[config.mk]
export PLATFORM = sky130hd
export DESIGN_NAME = pixel_point_operation_unit
export DESIGN_NICKNAME = d
export VERILOG_FILES = /design/src/rtl/ppo_pkg.sv /design/src/rtl/pixel_point_operation_unit.sv /design/src/rtl/ppo_lane.sv /design/src/rtl/ppo_merge.sv
export SDC_FILE = /design/constraint.sdc
export NUM_CORES = 2
export LEC_CHECK = 0
export BUFFER_PORTS_ARGS = -buffer_cell sky130_fd_sc_hd__buf_2
export CAP_MARGIN = 5
export CORE_UTILIZATION = 40
export CTS_CLUSTER_SIZE = 14
export DETAILED_ROUTE_END_ITERATION = 16
export MAX_ROUTING_LAYER = met4
export PLACE_DENSITY = 0.51
export SYNTH_ARGS = -nofsm -noshare
export SYNTH_HDL_FRONTEND = slang
export SYNTH_SLANG_ARGS = --single-unit
[constraint.sdc]
create_clock -name aclk -period 7 [get_ports aclk]
set_input_delay 0 -clock aclk [delete_from_list [all_inputs] [get_ports aclk]]
set_output_delay 0 -clock aclk [all_outputs]
set_load 0.02 [all_outputs]
[src/rtl/ppo_pkg.sv]
// ----------------------------------------------------------------------------
// ppo_pkg
// Shared types and constants of the pixel point operation unit.
// ----------------------------------------------------------------------------
package ppo_pkg;

    typedef enum logic [1:0] {
        OP_GREY   = 2'd0,
        OP_NEG    = 2'd1,
        OP_BRIGHT = 2'd2,
        OP_SEPIA  = 2'd3
    } ppo_op_t;

    localparam int CFG_IDX_W = 2;
    localparam int CFG_DATA_W = 8;

    localparam logic [CFG_IDX_W-1:0] REG_OP_MODE    = 2'd0;
    localparam logic [CFG_IDX_W-1:0] REG_INPUT_GREY = 2'd1;
    localparam logic [CFG_IDX_W-1:0] REG_MAX_VALUE  = 2'd2;
    localparam logic [CFG_IDX_W-1:0] REG_BRIGHT_OFS = 2'd3;

    localparam int SAMPLE_W = 8;
    localparam int WEIGHT_W = 10;
    localparam int PROD_W   = SAMPLE_W + WEIGHT_W;
    localparam int SUM_W    = PROD_W + 1;
    localparam int QUOT_W   = 10;

    // floor(x / 1000) = (x * RECIP_K) >> RECIP_SHIFT for every x below 2^SUM_W
    localparam int RECIP_SHIFT = 29;
    localparam int RECIP_W     = 20;
    localparam logic [RECIP_W-1:0] RECIP_K = 20'd536871;
    localparam int SCALED_W    = SUM_W + RECIP_W;

    localparam logic [WEIGHT_W-1:0] W_GREY_R  = 10'd299;
    localparam logic [WEIGHT_W-1:0] W_GREY_G  = 10'd587;
    localparam logic [WEIGHT_W-1:0] W_GREY_B  = 10'd114;
    localparam logic [WEIGHT_W-1:0] W_SEP_RR  = 10'd393;
    localparam logic [WEIGHT_W-1:0] W_SEP_RG  = 10'd769;
    localparam logic [WEIGHT_W-1:0] W_SEP_RB  = 10'd189;
    localparam logic [WEIGHT_W-1:0] W_SEP_GR  = 10'd349;
    localparam logic [WEIGHT_W-1:0] W_SEP_GG  = 10'd686;
    localparam logic [WEIGHT_W-1:0] W_SEP_GB  = 10'd168;
    localparam logic [WEIGHT_W-1:0] W_SEP_BR  = 10'd272;
    localparam logic [WEIGHT_W-1:0] W_SEP_BG  = 10'd534;
    localparam logic [WEIGHT_W-1:0] W_SEP_BB  = 10'd131;

    typedef struct packed {
        logic st1;
        logic st2;
        logic st3;
    } ppo_adv_t;

    typedef struct packed {
        logic [SAMPLE_W-1:0] wsum;
        logic [SAMPLE_W-1:0] point;
    } ppo_lane_res_t;

endpackage

[src/rtl/pixel_point_operation_unit.sv]
// ----------------------------------------------------------------------------
// pixel_point_operation_unit
// Per-pixel grey conversion, negative, brightness adjust and sepia.
// ----------------------------------------------------------------------------
// Input requests (s_valid/s_ready) carry one pixel: RGB, grey and last flag.
// Result requests (m_valid/m_ready) carry one transformed pixel per input.
// Four channel lanes (red, green, blue, grey) each form a weighted sum in
// thousandths and a negative/brightness result; an output stage selects per
// channel by op_mode and input_is_grey. Unused channels are 0.
// An accepted pixel passes the products, sum, reciprocal multiply and output
// registers before m_valid; one pixel per cycle is sustained while m_ready
// stays high. Each stage advances when empty or when the one after it
// advances, so bubbles collapse while the receiver stalls and s_ready drops
// only once all four stages hold pixels. The user writes configuration via
// cfg_wr_en/cfg_index/cfg_wr_data only while the block is idle, unenforced.
// Reset (aresetn low, synchronous) empties the pipeline and sets op_mode 0,
// input_is_grey 0, peak level 255, brightness_offset 0.
// ----------------------------------------------------------------------------
module pixel_point_operation_unit (
    input  logic                           aclk,
    input  logic                           aresetn,
    input  logic                           cfg_wr_en,
    input  logic [ppo_pkg::CFG_IDX_W-1:0]  cfg_index,
    input  logic [ppo_pkg::CFG_DATA_W-1:0] cfg_wr_data,
    input  logic                           s_valid,
    output logic                           s_ready,
    input  logic [ppo_pkg::SAMPLE_W-1:0]   s_red_in,
    input  logic [ppo_pkg::SAMPLE_W-1:0]   s_green_in,
    input  logic [ppo_pkg::SAMPLE_W-1:0]   s_blue_in,
    input  logic [ppo_pkg::SAMPLE_W-1:0]   s_grey_in,
    input  logic                           s_last_in,
    output logic                           m_valid,
    input  logic                           m_ready,
    output logic [ppo_pkg::SAMPLE_W-1:0]   m_red_out,
    output logic [ppo_pkg::SAMPLE_W-1:0]   m_green_out,
    output logic [ppo_pkg::SAMPLE_W-1:0]   m_blue_out,
    output logic [ppo_pkg::SAMPLE_W-1:0]   m_grey_out,
    output logic                           m_last_out
);
    import ppo_pkg::*;

    ppo_op_t                    op_mode_reg;
    logic                       input_grey_reg;
    logic [SAMPLE_W-1:0]        peak_level_reg;
    logic signed [SAMPLE_W-1:0] bright_ofs_reg;

    logic          v1_reg, v2_reg, v3_reg;
    logic          last1_reg, last2_reg, last3_reg;
    logic          merge_ready;
    ppo_adv_t      adv;
    ppo_lane_res_t red_res, green_res, blue_res, grey_res;

    always_ff @(posedge aclk) begin
        if (!aresetn) begin
            op_mode_reg    <= OP_GREY;
            input_grey_reg <= 1'b0;
            peak_level_reg <= 8'd255;
            bright_ofs_reg <= '0;
        end else if (cfg_wr_en) begin
            unique case (cfg_index)
                REG_OP_MODE:    op_mode_reg    <= ppo_op_t'(cfg_wr_data[1:0]);
                REG_INPUT_GREY: input_grey_reg <= cfg_wr_data[0];
                REG_MAX_VALUE:  peak_level_reg <= cfg_wr_data;
                REG_BRIGHT_OFS: bright_ofs_reg <= $signed(cfg_wr_data);
                default: begin
                    op_mode_reg <= op_mode_reg;
                end
            endcase
        end
    end

    always_comb begin
        adv.st3 = !v3_reg || merge_ready;
        adv.st2 = !v2_reg || adv.st3;
        adv.st1 = !v1_reg || adv.st2;
    end

    assign s_ready = adv.st1;

    always_ff @(posedge aclk) begin
        if (!aresetn) begin
            v1_reg <= 1'b0;
            v2_reg <= 1'b0;
            v3_reg <= 1'b0;
        end else begin
            if (adv.st1) v1_reg <= s_valid;
            if (adv.st2) v2_reg <= v1_reg;
            if (adv.st3) v3_reg <= v2_reg;
        end
    end

    always_ff @(posedge aclk) begin
        if (adv.st1) last1_reg <= s_last_in;
        if (adv.st2) last2_reg <= last1_reg;
        if (adv.st3) last3_reg <= last2_reg;
    end

    ppo_lane u_lane_red (
        .aclk       (aclk),
        .adv        (adv),
        .w_r        (W_SEP_RR),
        .w_g        (W_SEP_RG),
        .w_b        (W_SEP_RB),
        .red        (s_red_in),
        .green      (s_green_in),
        .blue       (s_blue_in),
        .sample     (s_red_in),
        .op_mode    (op_mode_reg),
        .peak_level (peak_level_reg),
        .bright_ofs (bright_ofs_reg),
        .res        (red_res)
    );

    ppo_lane u_lane_green (
        .aclk       (aclk),
        .adv        (adv),
        .w_r        (W_SEP_GR),
        .w_g        (W_SEP_GG),
        .w_b        (W_SEP_GB),
        .red        (s_red_in),
        .green      (s_green_in),
        .blue       (s_blue_in),
        .sample     (s_green_in),
        .op_mode    (op_mode_reg),
        .peak_level (peak_level_reg),
        .bright_ofs (bright_ofs_reg),
        .res        (green_res)
    );

    ppo_lane u_lane_blue (
        .aclk       (aclk),
        .adv        (adv),
        .w_r        (W_SEP_BR),
        .w_g        (W_SEP_BG),
        .w_b        (W_SEP_BB),
        .red        (s_red_in),
        .green      (s_green_in),
        .blue       (s_blue_in),
        .sample     (s_blue_in),
        .op_mode    (op_mode_reg),
        .peak_level (peak_level_reg),
        .bright_ofs (bright_ofs_reg),
        .res        (blue_res)
    );

    ppo_lane u_lane_grey (
        .aclk       (aclk),
        .adv        (adv),
        .w_r        (W_GREY_R),
        .w_g        (W_GREY_G),
        .w_b        (W_GREY_B),
        .red        (s_red_in),
        .green      (s_green_in),
        .blue       (s_blue_in),
        .sample     (s_grey_in),
        .op_mode    (op_mode_reg),
        .peak_level (peak_level_reg),
        .bright_ofs (bright_ofs_reg),
        .res        (grey_res)
    );

    ppo_merge u_merge (
        .aclk          (aclk),
        .aresetn       (aresetn),
        .in_valid      (v3_reg),
        .in_ready      (merge_ready),
        .red_res       (red_res),
        .green_res     (green_res),
        .blue_res      (blue_res),
        .grey_res      (grey_res),
        .last          (last3_reg),
        .op_mode       (op_mode_reg),
        .input_is_grey (input_grey_reg),
        .m_valid       (m_valid),
        .m_ready       (m_ready),
        .m_red_out     (m_red_out),
        .m_green_out   (m_green_out),
        .m_blue_out    (m_blue_out),
        .m_grey_out    (m_grey_out),
        .m_last_out    (m_last_out)
    );

endmodule

[src/rtl/ppo_lane.sv]
// ----------------------------------------------------------------------------
// ppo_lane
// One channel lane: three-stage weighted sum divided by 1000 and clamped,
// carried alongside the negative or brightness result of its own sample.
// ----------------------------------------------------------------------------
module ppo_lane (
    input  logic                              aclk,
    input  ppo_pkg::ppo_adv_t                 adv,
    input  logic [ppo_pkg::WEIGHT_W-1:0]      w_r,
    input  logic [ppo_pkg::WEIGHT_W-1:0]      w_g,
    input  logic [ppo_pkg::WEIGHT_W-1:0]      w_b,
    input  logic [ppo_pkg::SAMPLE_W-1:0]      red,
    input  logic [ppo_pkg::SAMPLE_W-1:0]      green,
    input  logic [ppo_pkg::SAMPLE_W-1:0]      blue,
    input  logic [ppo_pkg::SAMPLE_W-1:0]      sample,
    input  ppo_pkg::ppo_op_t                  op_mode,
    input  logic [ppo_pkg::SAMPLE_W-1:0]      peak_level,
    input  logic signed [ppo_pkg::SAMPLE_W-1:0] bright_ofs,
    output ppo_pkg::ppo_lane_res_t            res
);
    import ppo_pkg::*;

    logic [PROD_W-1:0]    prod_r_reg, prod_g_reg, prod_b_reg;
    logic [SUM_W-1:0]     sum_reg;
    logic [QUOT_W-1:0]    quot_reg;
    logic [SAMPLE_W-1:0]  pt1_reg, pt2_reg, pt3_reg;
    logic [SAMPLE_W-1:0]  pt_next;
    logic [SAMPLE_W-1:0]  neg_val;
    logic [SAMPLE_W-1:0]  bright_val;
    logic signed [SAMPLE_W+1:0] sum_lo;
    logic [SAMPLE_W:0]    sum_hi;
    logic [SCALED_W-1:0]  scaled;

    always_comb begin
        neg_val = peak_level - sample;
        sum_lo  = $signed({2'b00, sample}) + $signed({{2{bright_ofs[SAMPLE_W-1]}}, bright_ofs});
        sum_hi  = {1'b0, sample} + {1'b0, bright_ofs};
        if (bright_ofs[SAMPLE_W-1]) begin
            bright_val = sum_lo[SAMPLE_W+1] ? '0 : sum_lo[SAMPLE_W-1:0];
        end else begin
            bright_val = (sum_hi > {1'b0, peak_level}) ? peak_level : sum_hi[SAMPLE_W-1:0];
        end
        pt_next = (op_mode == OP_NEG) ? neg_val : bright_val;
        scaled  = SCALED_W'(sum_reg) * SCALED_W'(RECIP_K);
    end

    always_ff @(posedge aclk) begin
        if (adv.st1) begin
            prod_r_reg <= PROD_W'(w_r) * PROD_W'(red);
            prod_g_reg <= PROD_W'(w_g) * PROD_W'(green);
            prod_b_reg <= PROD_W'(w_b) * PROD_W'(blue);
            pt1_reg    <= pt_next;
        end
        if (adv.st2) begin
            sum_reg <= SUM_W'(prod_r_reg) + SUM_W'(prod_g_reg) + SUM_W'(prod_b_reg);
            pt2_reg <= pt1_reg;
        end
        if (adv.st3) begin
            quot_reg <= scaled[RECIP_SHIFT +: QUOT_W];
            pt3_reg  <= pt2_reg;
        end
    end

    assign res.wsum  = (quot_reg > QUOT_W'(255)) ? 8'd255 : quot_reg[SAMPLE_W-1:0];
    assign res.point = pt3_reg;

endmodule

[src/rtl/ppo_merge.sv]
// ----------------------------------------------------------------------------
// ppo_merge
// Output stage: picks each channel from the lanes by operation and holds
// the finished pixel until the receiver takes it.
// ----------------------------------------------------------------------------
module ppo_merge (
    input  logic                         aclk,
    input  logic                         aresetn,
    input  logic                         in_valid,
    output logic                         in_ready,
    input  ppo_pkg::ppo_lane_res_t       red_res,
    input  ppo_pkg::ppo_lane_res_t       green_res,
    input  ppo_pkg::ppo_lane_res_t       blue_res,
    input  ppo_pkg::ppo_lane_res_t       grey_res,
    input  logic                         last,
    input  ppo_pkg::ppo_op_t             op_mode,
    input  logic                         input_is_grey,
    output logic                         m_valid,
    input  logic                         m_ready,
    output logic [ppo_pkg::SAMPLE_W-1:0] m_red_out,
    output logic [ppo_pkg::SAMPLE_W-1:0] m_green_out,
    output logic [ppo_pkg::SAMPLE_W-1:0] m_blue_out,
    output logic [ppo_pkg::SAMPLE_W-1:0] m_grey_out,
    output logic                         m_last_out
);
    import ppo_pkg::*;

    logic                valid_reg;
    logic [SAMPLE_W-1:0] red_reg, green_reg, blue_reg, grey_reg;
    logic                last_reg;
    logic [SAMPLE_W-1:0] red_next, green_next, blue_next, grey_next;

    assign in_ready = !valid_reg || m_ready;

    always_comb begin
        red_next   = '0;
        green_next = '0;
        blue_next  = '0;
        grey_next  = '0;
        unique case (op_mode)
            OP_GREY: begin
                grey_next = grey_res.wsum;
            end
            OP_NEG, OP_BRIGHT: begin
                if (input_is_grey) begin
                    grey_next = grey_res.point;
                end else begin
                    red_next   = red_res.point;
                    green_next = green_res.point;
                    blue_next  = blue_res.point;
                end
            end
            OP_SEPIA: begin
                red_next   = red_res.wsum;
                green_next = green_res.wsum;
                blue_next  = blue_res.wsum;
            end
            default: begin
                grey_next = '0;
            end
        endcase
    end

    always_ff @(posedge aclk) begin
        if (!aresetn) begin
            valid_reg <= 1'b0;
        end else if (in_ready) begin
            valid_reg <= in_valid;
        end
    end

    always_ff @(posedge aclk) begin
        if (in_ready) begin
            red_reg   <= red_next;
            green_reg <= green_next;
            blue_reg  <= blue_next;
            grey_reg  <= grey_next;
            last_reg  <= last;
        end
    end

    assign m_valid     = valid_reg;
    assign m_red_out   = red_reg;
    assign m_green_out = green_reg;
    assign m_blue_out  = blue_reg;
    assign m_grey_out  = grey_reg;
    assign m_last_out  = last_reg;

endmodule

[After elaboration in Yosys (flattened, before gate mapping)]
Cells that the tools add are included.
Operators by class
  add/subtract/negate cells: 20
  multipliers: 16
  $lt $le $gt $ge: 8
  equal/unequal tests: 6
  muxes and demuxes: 28
  reductions and logical operators: 15
Operators with widths (count)
  $mux 8: 24
  $mul 19x20->39 const B: 4
  $mul 9x8->17 const A: 5
  $add 18x18->19: 4
  $add 19x18->19: 4
  $pmux 8 s2: 4
  $add 9x8->10: 4
  $gt 10x8->1 const B: 4
  $add 8x8->9: 4
  $gt 9x8->1: 4
  $mul 10x8->18 const A: 2
  $mul 8x8->16 const A: 2
  $sub 8x8->8: 4
  $mul 5x8->13 const A: 2
  $mul 6x8->14 const A: 1
  $eq 2x2->1 const B: 4
  $reduce_and 2->1: 4
  $eq 2x1->1 const B: 2
  $logic_not 1->1: 4
  $logic_not 2->1: 2
  $logic_or 1x1->1: 4
  $reduce_or 2->1: 1
Storage, ports and cells
  bits in registers: 477
  input port bits: 48
  logic and storage cells: 141

[Depth between registers and ports, before layout]
  depth after elaboration: 5
  depth in mapped cells: 22
  mapped depth without buffers: 22

[Cells and area by module]
From an unflattened synthesis, not the netlist that was laid out.
Unflattened totals
  cells, all modules: 7340
  area total of the unflattened synthesis: 73840.8 µm²
Modules (own cells, without submodules)
  ppo_lane (u_lane_blue): instances 1, cells each 1796, area an instance 17962.2 µm²
  ppo_lane (u_lane_red): instances 1, cells each 1800, area an instance 17954.7 µm²
  ppo_lane (u_lane_green): instances 1, cells each 1771, area an instance 17737.0 µm²
  ppo_lane (u_lane_grey): instances 1, cells each 1730, area an instance 17508.0 µm²
  ppo_merge: instances 1, cells each 141, area an instance 1632.8 µm²
  pixel_point_operation_unit: instances 1, cells each 102, area an instance 1046.0 µm²

[Worst setup path before layout]
OpenSTA, ideal clock, no wires.
  path type: register to register
  from: register u_merge.valid_reg (netlist: u_merge.m_valid)
  to: register last1_reg (enable)
  data arrival time: 4327 ps
  data required time: 5343 ps
  setup slack: 1015 ps
  stages on the path, launching flop included: 4
  period minus slack after synthesis: 5985 ps
  cells stage by stage: dfxtp_1 -> nor2b_1 -> and3_1 -> nand2_1
On the way
  word-level cells in the longest chain between the ends: 5
Ends and longest elaborated chain
  start: declaration: line ppo_merge.sv:28  | logic valid_reg;
  start signal: assignment: line ppo_merge.sv:68  | valid_reg <= in_valid;
  $logic_not 1->1: line ppo_merge.sv:33  | assign in_ready = !valid_reg || m_ready;
  $logic_or 1x1->1: line ppo_merge.sv:33
  $logic_or 1x1->1: line pixel_point_operation_unit.sv:73  | adv.st3 = !v3_reg || merge_ready;
  $logic_or 1x1->1: line pixel_point_operation_unit.sv:74  | adv.st2 = !v2_reg || adv.st3;
  $logic_or 1x1->1: line pixel_point_operation_unit.sv:75  | adv.st1 = !v1_reg || adv.st2;
  named net s_ready: line pixel_point_operation_unit.sv:26  | output logic s_ready,
  end signal: assignment: line pixel_point_operation_unit.sv:93  | if (adv.st1) last1_reg <= s_last_in;
  end: declaration: line pixel_point_operation_unit.sv:48  | logic last1_reg, last2_reg, last3_reg;
The timed path passes the listed nets, and every way through them passes these cells.
A chain may end at the register's enable or synchronous reset.

[Final worst setup path]
  from: register u_lane_green.sum_reg[16]
  to: register u_lane_green.quot_reg[8] (data pin)
On the way
  word-level cells in the longest chain between the ends: 1
Ends and longest elaborated chain
  start: declaration: line ppo_lane.sv:24  | logic [SUM_W-1:0] sum_reg;
  start signal: assignment: line ppo_lane.sv:55  | sum_reg <= SUM_W'(prod_r_reg) + SUM_W'(prod_g_reg) + SUM_W'(prod_b_reg);
  $mul 19x20->39: line ppo_lane.sv:44  | scaled = SCALED_W'(sum_reg) * SCALED_W'(RECIP_K);
  named net u_lane_green.scaled[37]: line ppo_lane.sv:32  | logic [SCALED_W-1:0] scaled;
  end signal: assignment: line ppo_lane.sv:59  | quot_reg <= scaled[RECIP_SHIFT +: QUOT_W];
  end: declaration: line ppo_lane.sv:25  | logic [QUOT_W-1:0] quot_reg;
The timed path passes the listed nets, and every way through them passes these cells.

==> flow_summary.ini <==
[synthesis]
synth_top_area_cell = ha_1
ys_warn_count = 0
synth_cells = 4623
synth_nets = 6338
ys_async_sr_fraction_pct = 0
synth-main-ff-cell = edfxtp_1
ys_seq_area_share_pct = 25.50
synth.area.top_cells = ha_1, edfxtp_1, fa_1, inv_1, xnor2_1
synth_top_area_share_pct = 28.83
ys_ff_latch = 440
avgSynthCellArea_um2 = 11.01
synth.distinct_cells = 78
synth-edff-count = 417
synthesis.area_mm2 = 0.05091

[clocking]
clock_sink_count = 440
cts_tree = built
h-tree-depth = 2
postCtsResizedCells = 0
path_clk_slew_ns = 0.06
cts-root-buf = clkbuf_16
numCtsBuffers = 55
clockBufferDepth = 3
clock_latency_ns = 0.68

[flow_run]
drv_cap = 0

[final_layout]
synthToLayoutAreaGrowth_pct = 9.796
nets = 6521
layout-drive-gt1-share_pct = 5.049

[global_routing]
antenna_found_initial = 5
grt_pass1_vias = 33120
grt_usage_pct = 20.75
overflow = 0
grt_pass1_wl_mm = 196.3
grt_max_degree = 151

[place]
dp_hpwl_mm = 103.9
port_buffers = 82
place_congestion = 0.8519

[critical_path]
crit_arrival_ns = 6.44
r2r_cells = 19
worstSetupPathType = reg2reg
rr_endpoint = u_lane_green.quot_reg[8]
worstSetupEndpointType = flop
crit_path_max_fanout = 7
timing.reg2reg.setup_slack_ns = 0.96
startpoint_type = flop
worstReg2RegStart = u_lane_green.sum_reg[16]
crit_required_ns = 7.40

[detailed_routing]
num_vias = 32350
routedWlPerCell_um = 19.42
drc = 0
wirelength_mm = 126.3
ant_nets = 0
firstDrtPassIters = 5
dr.first_iter.drc_count = 1820
avgViaCountPerCell = 4.974

[die]
core_mm2 = 0.1259
die_area_mm2 = 0.1287
ioPinCount = 83
initial_core_util_pct = 40.44
rows = 130
die_width_um = 358.8
die_h_um = 358.8

[min_path]
hp-class = in2reg
hold_path_depth = 5
holdPathEnd = u_lane_grey.pt1_reg[6]
hp-start = s_grey_in[6]

[timing]
worst_slew_pin_slew_ns = 1.186
rsz0062_at_grt = no
drv_slew = 0
slew_headroom_pct = 20.65
finClkSkew_ns = 0.05618
fin_crit_ns = 6.038
finalSetupTns_ns = 0
finalHoldViolCount = 0
max_freq_mhz = 165.6
fin_crit_sh_pct = 86.26
setup-violations-final = 0

[status]
status = complete, no violations
==> cell type report <==
| cell class | instances | area [µm²] |
|---|---|---|
| diodes | 2 | 5.005 |
| clock buffers | 62 | 1403 |
| clock inverters | 41 | 496.7 |
| fillers | 12020 | 69990 |
| inverters | 1010 | 3794 |
| multi-input cells | 3147 | 34070 |
| flip-flops and latches | 440 | 12980 |
| well taps | 1650 | 2064 |
| repair buffers | 152 | 1091 |
==> placed cells by master, fill, tap and decap left out, types with 15 or more instances in the layout <==
master,count
xor2_1,79
dfxtp_1,23
a21oi_1,227
o211ai_1,21
dlygate4sd3_1,57
fa_1,494
nand2b_1,23
or2_2,20
o21a_1,24
nand3_1,56
o21ai_0,108
clkbuf_16,55
ha_1,1171
mux2i_1,16
inv_1,1009
nand4_1,24
nor3_1,36
xnor2_1,159
nand2_1,143
nor2b_1,58
o21bai_1,43
buf_2,82
edfxtp_1,417
a22oi_1,15
a21o_1,94
nor2_1,115
==> layer usage <==
layer	GRT usage (%)	up-vias	part of all wire (%)	wire [µm]
met1	30.04	15750	51	64120
met4	3.432	0	1.5	1849
met5	-	-	0	0
met2	32.12	434	45	56390
met3	1.599	108	3.1	3976
li1	-	16060	-	-
==> logic make-up after synthesis <==
family,share of synthesized area [%]
fa+ha+maj,48.25
buf+inv,7.638
compound gates,8.904
simple gates,5.080
flops,25.50
xor+xnor,4.094
mux,0.5357
==> critical path, stage by stage, from the launching register on <==
cell       delay [ns]
edfxtp_1         0.53
fa_1             0.58
inv_1            0.05
fa_1             0.50
inv_1            0.06
fa_1             0.49
fa_1             0.43
fa_1             0.49
inv_1            0.05
fa_1             0.47
inv_1            0.05
ha_1             0.30
nand4_1          0.12
a2111oi_0        0.37
a21oi_1          0.20
o21ai_1          0.26
o41a_2           0.21
nand4_1          0.17
a211o_1          0.33
xnor2_1          0.13
==> how the worst max path moves through the flow <==
stage                                   startpoint                       end  slack, ns  depth (start not counted)
after CTS                 u_lane_green.sum_reg[16]  u_lane_green.quot_reg[8]       0.87                         19
final                     u_lane_green.sum_reg[16]  u_lane_green.quot_reg[8]       0.96                         19
after floorplan                    u_merge.m_valid                 last1_reg       1.02                          3
after detailed placement  u_lane_green.sum_reg[16]  u_lane_green.quot_reg[8]       0.91                         19
after global routing      u_lane_green.sum_reg[16]  u_lane_green.quot_reg[8]       0.46                         19
after global placement    u_lane_green.sum_reg[16]  u_lane_green.quot_reg[8]       0.96                         20
==> Yosys cell counts (7+ instances only) <==
library cell and count:
mux2_2 9, mux2i_1 16, or2_2 20, xnor2_1 159, a21oi_1 227, or3_1 12
o21ai_1 9, nand4_1 24, o21bai_1 43, nand3_1 56, a31oi_1 12, nor2_1 115
clkbuf_1 24, a21oi_2 8, o221ai_1 10, ha_1 1173, nor3b_1 9, nand2b_1 23
dfxtp_1 23, a211oi_1 11, a221oi_1 9, nor2b_1 59, o21a_1 24, o21ai_0 108
nand2_1 145, fa_1 494, a21o_1 94, inv_1 1010, a41o_1 7, a22oi_1 15
edfxtp_1 417, a211o_1 10, and3_1 11, o2111ai_1 8, xor2_1 79, o211ai_1 21
nor3_1 36
==> through the flow <==
step	cell area (µm²)	setup slack [ns]	utilization [%]	std cells	hold WS, ns
finish	55900	0.9617	44.40	6504	0.03767
global route	55900	0.4626	44.40	6504	0.04962
CTS	55900	0.8745	44.40	6502	0.007462
detailed placement	53430	0.9051	42.44	6342	0.1822
global placement	53430	0.9627	42.44	6342	0.1789
floorplan	50910	1.015	-	4623	0.09887
==> what timing repair did <==
item | in CTS | in global routing
hold buffers | 57 | 0
buffers inserted | 0 | 0
endpoints found under the hold margin | 47 | 0
endpoints found under the setup margin | 0 | 0
Power is left out: the tool's default activity adds up to more than one toggle a clock period on the data nets, which glitch-free logic cannot reach.
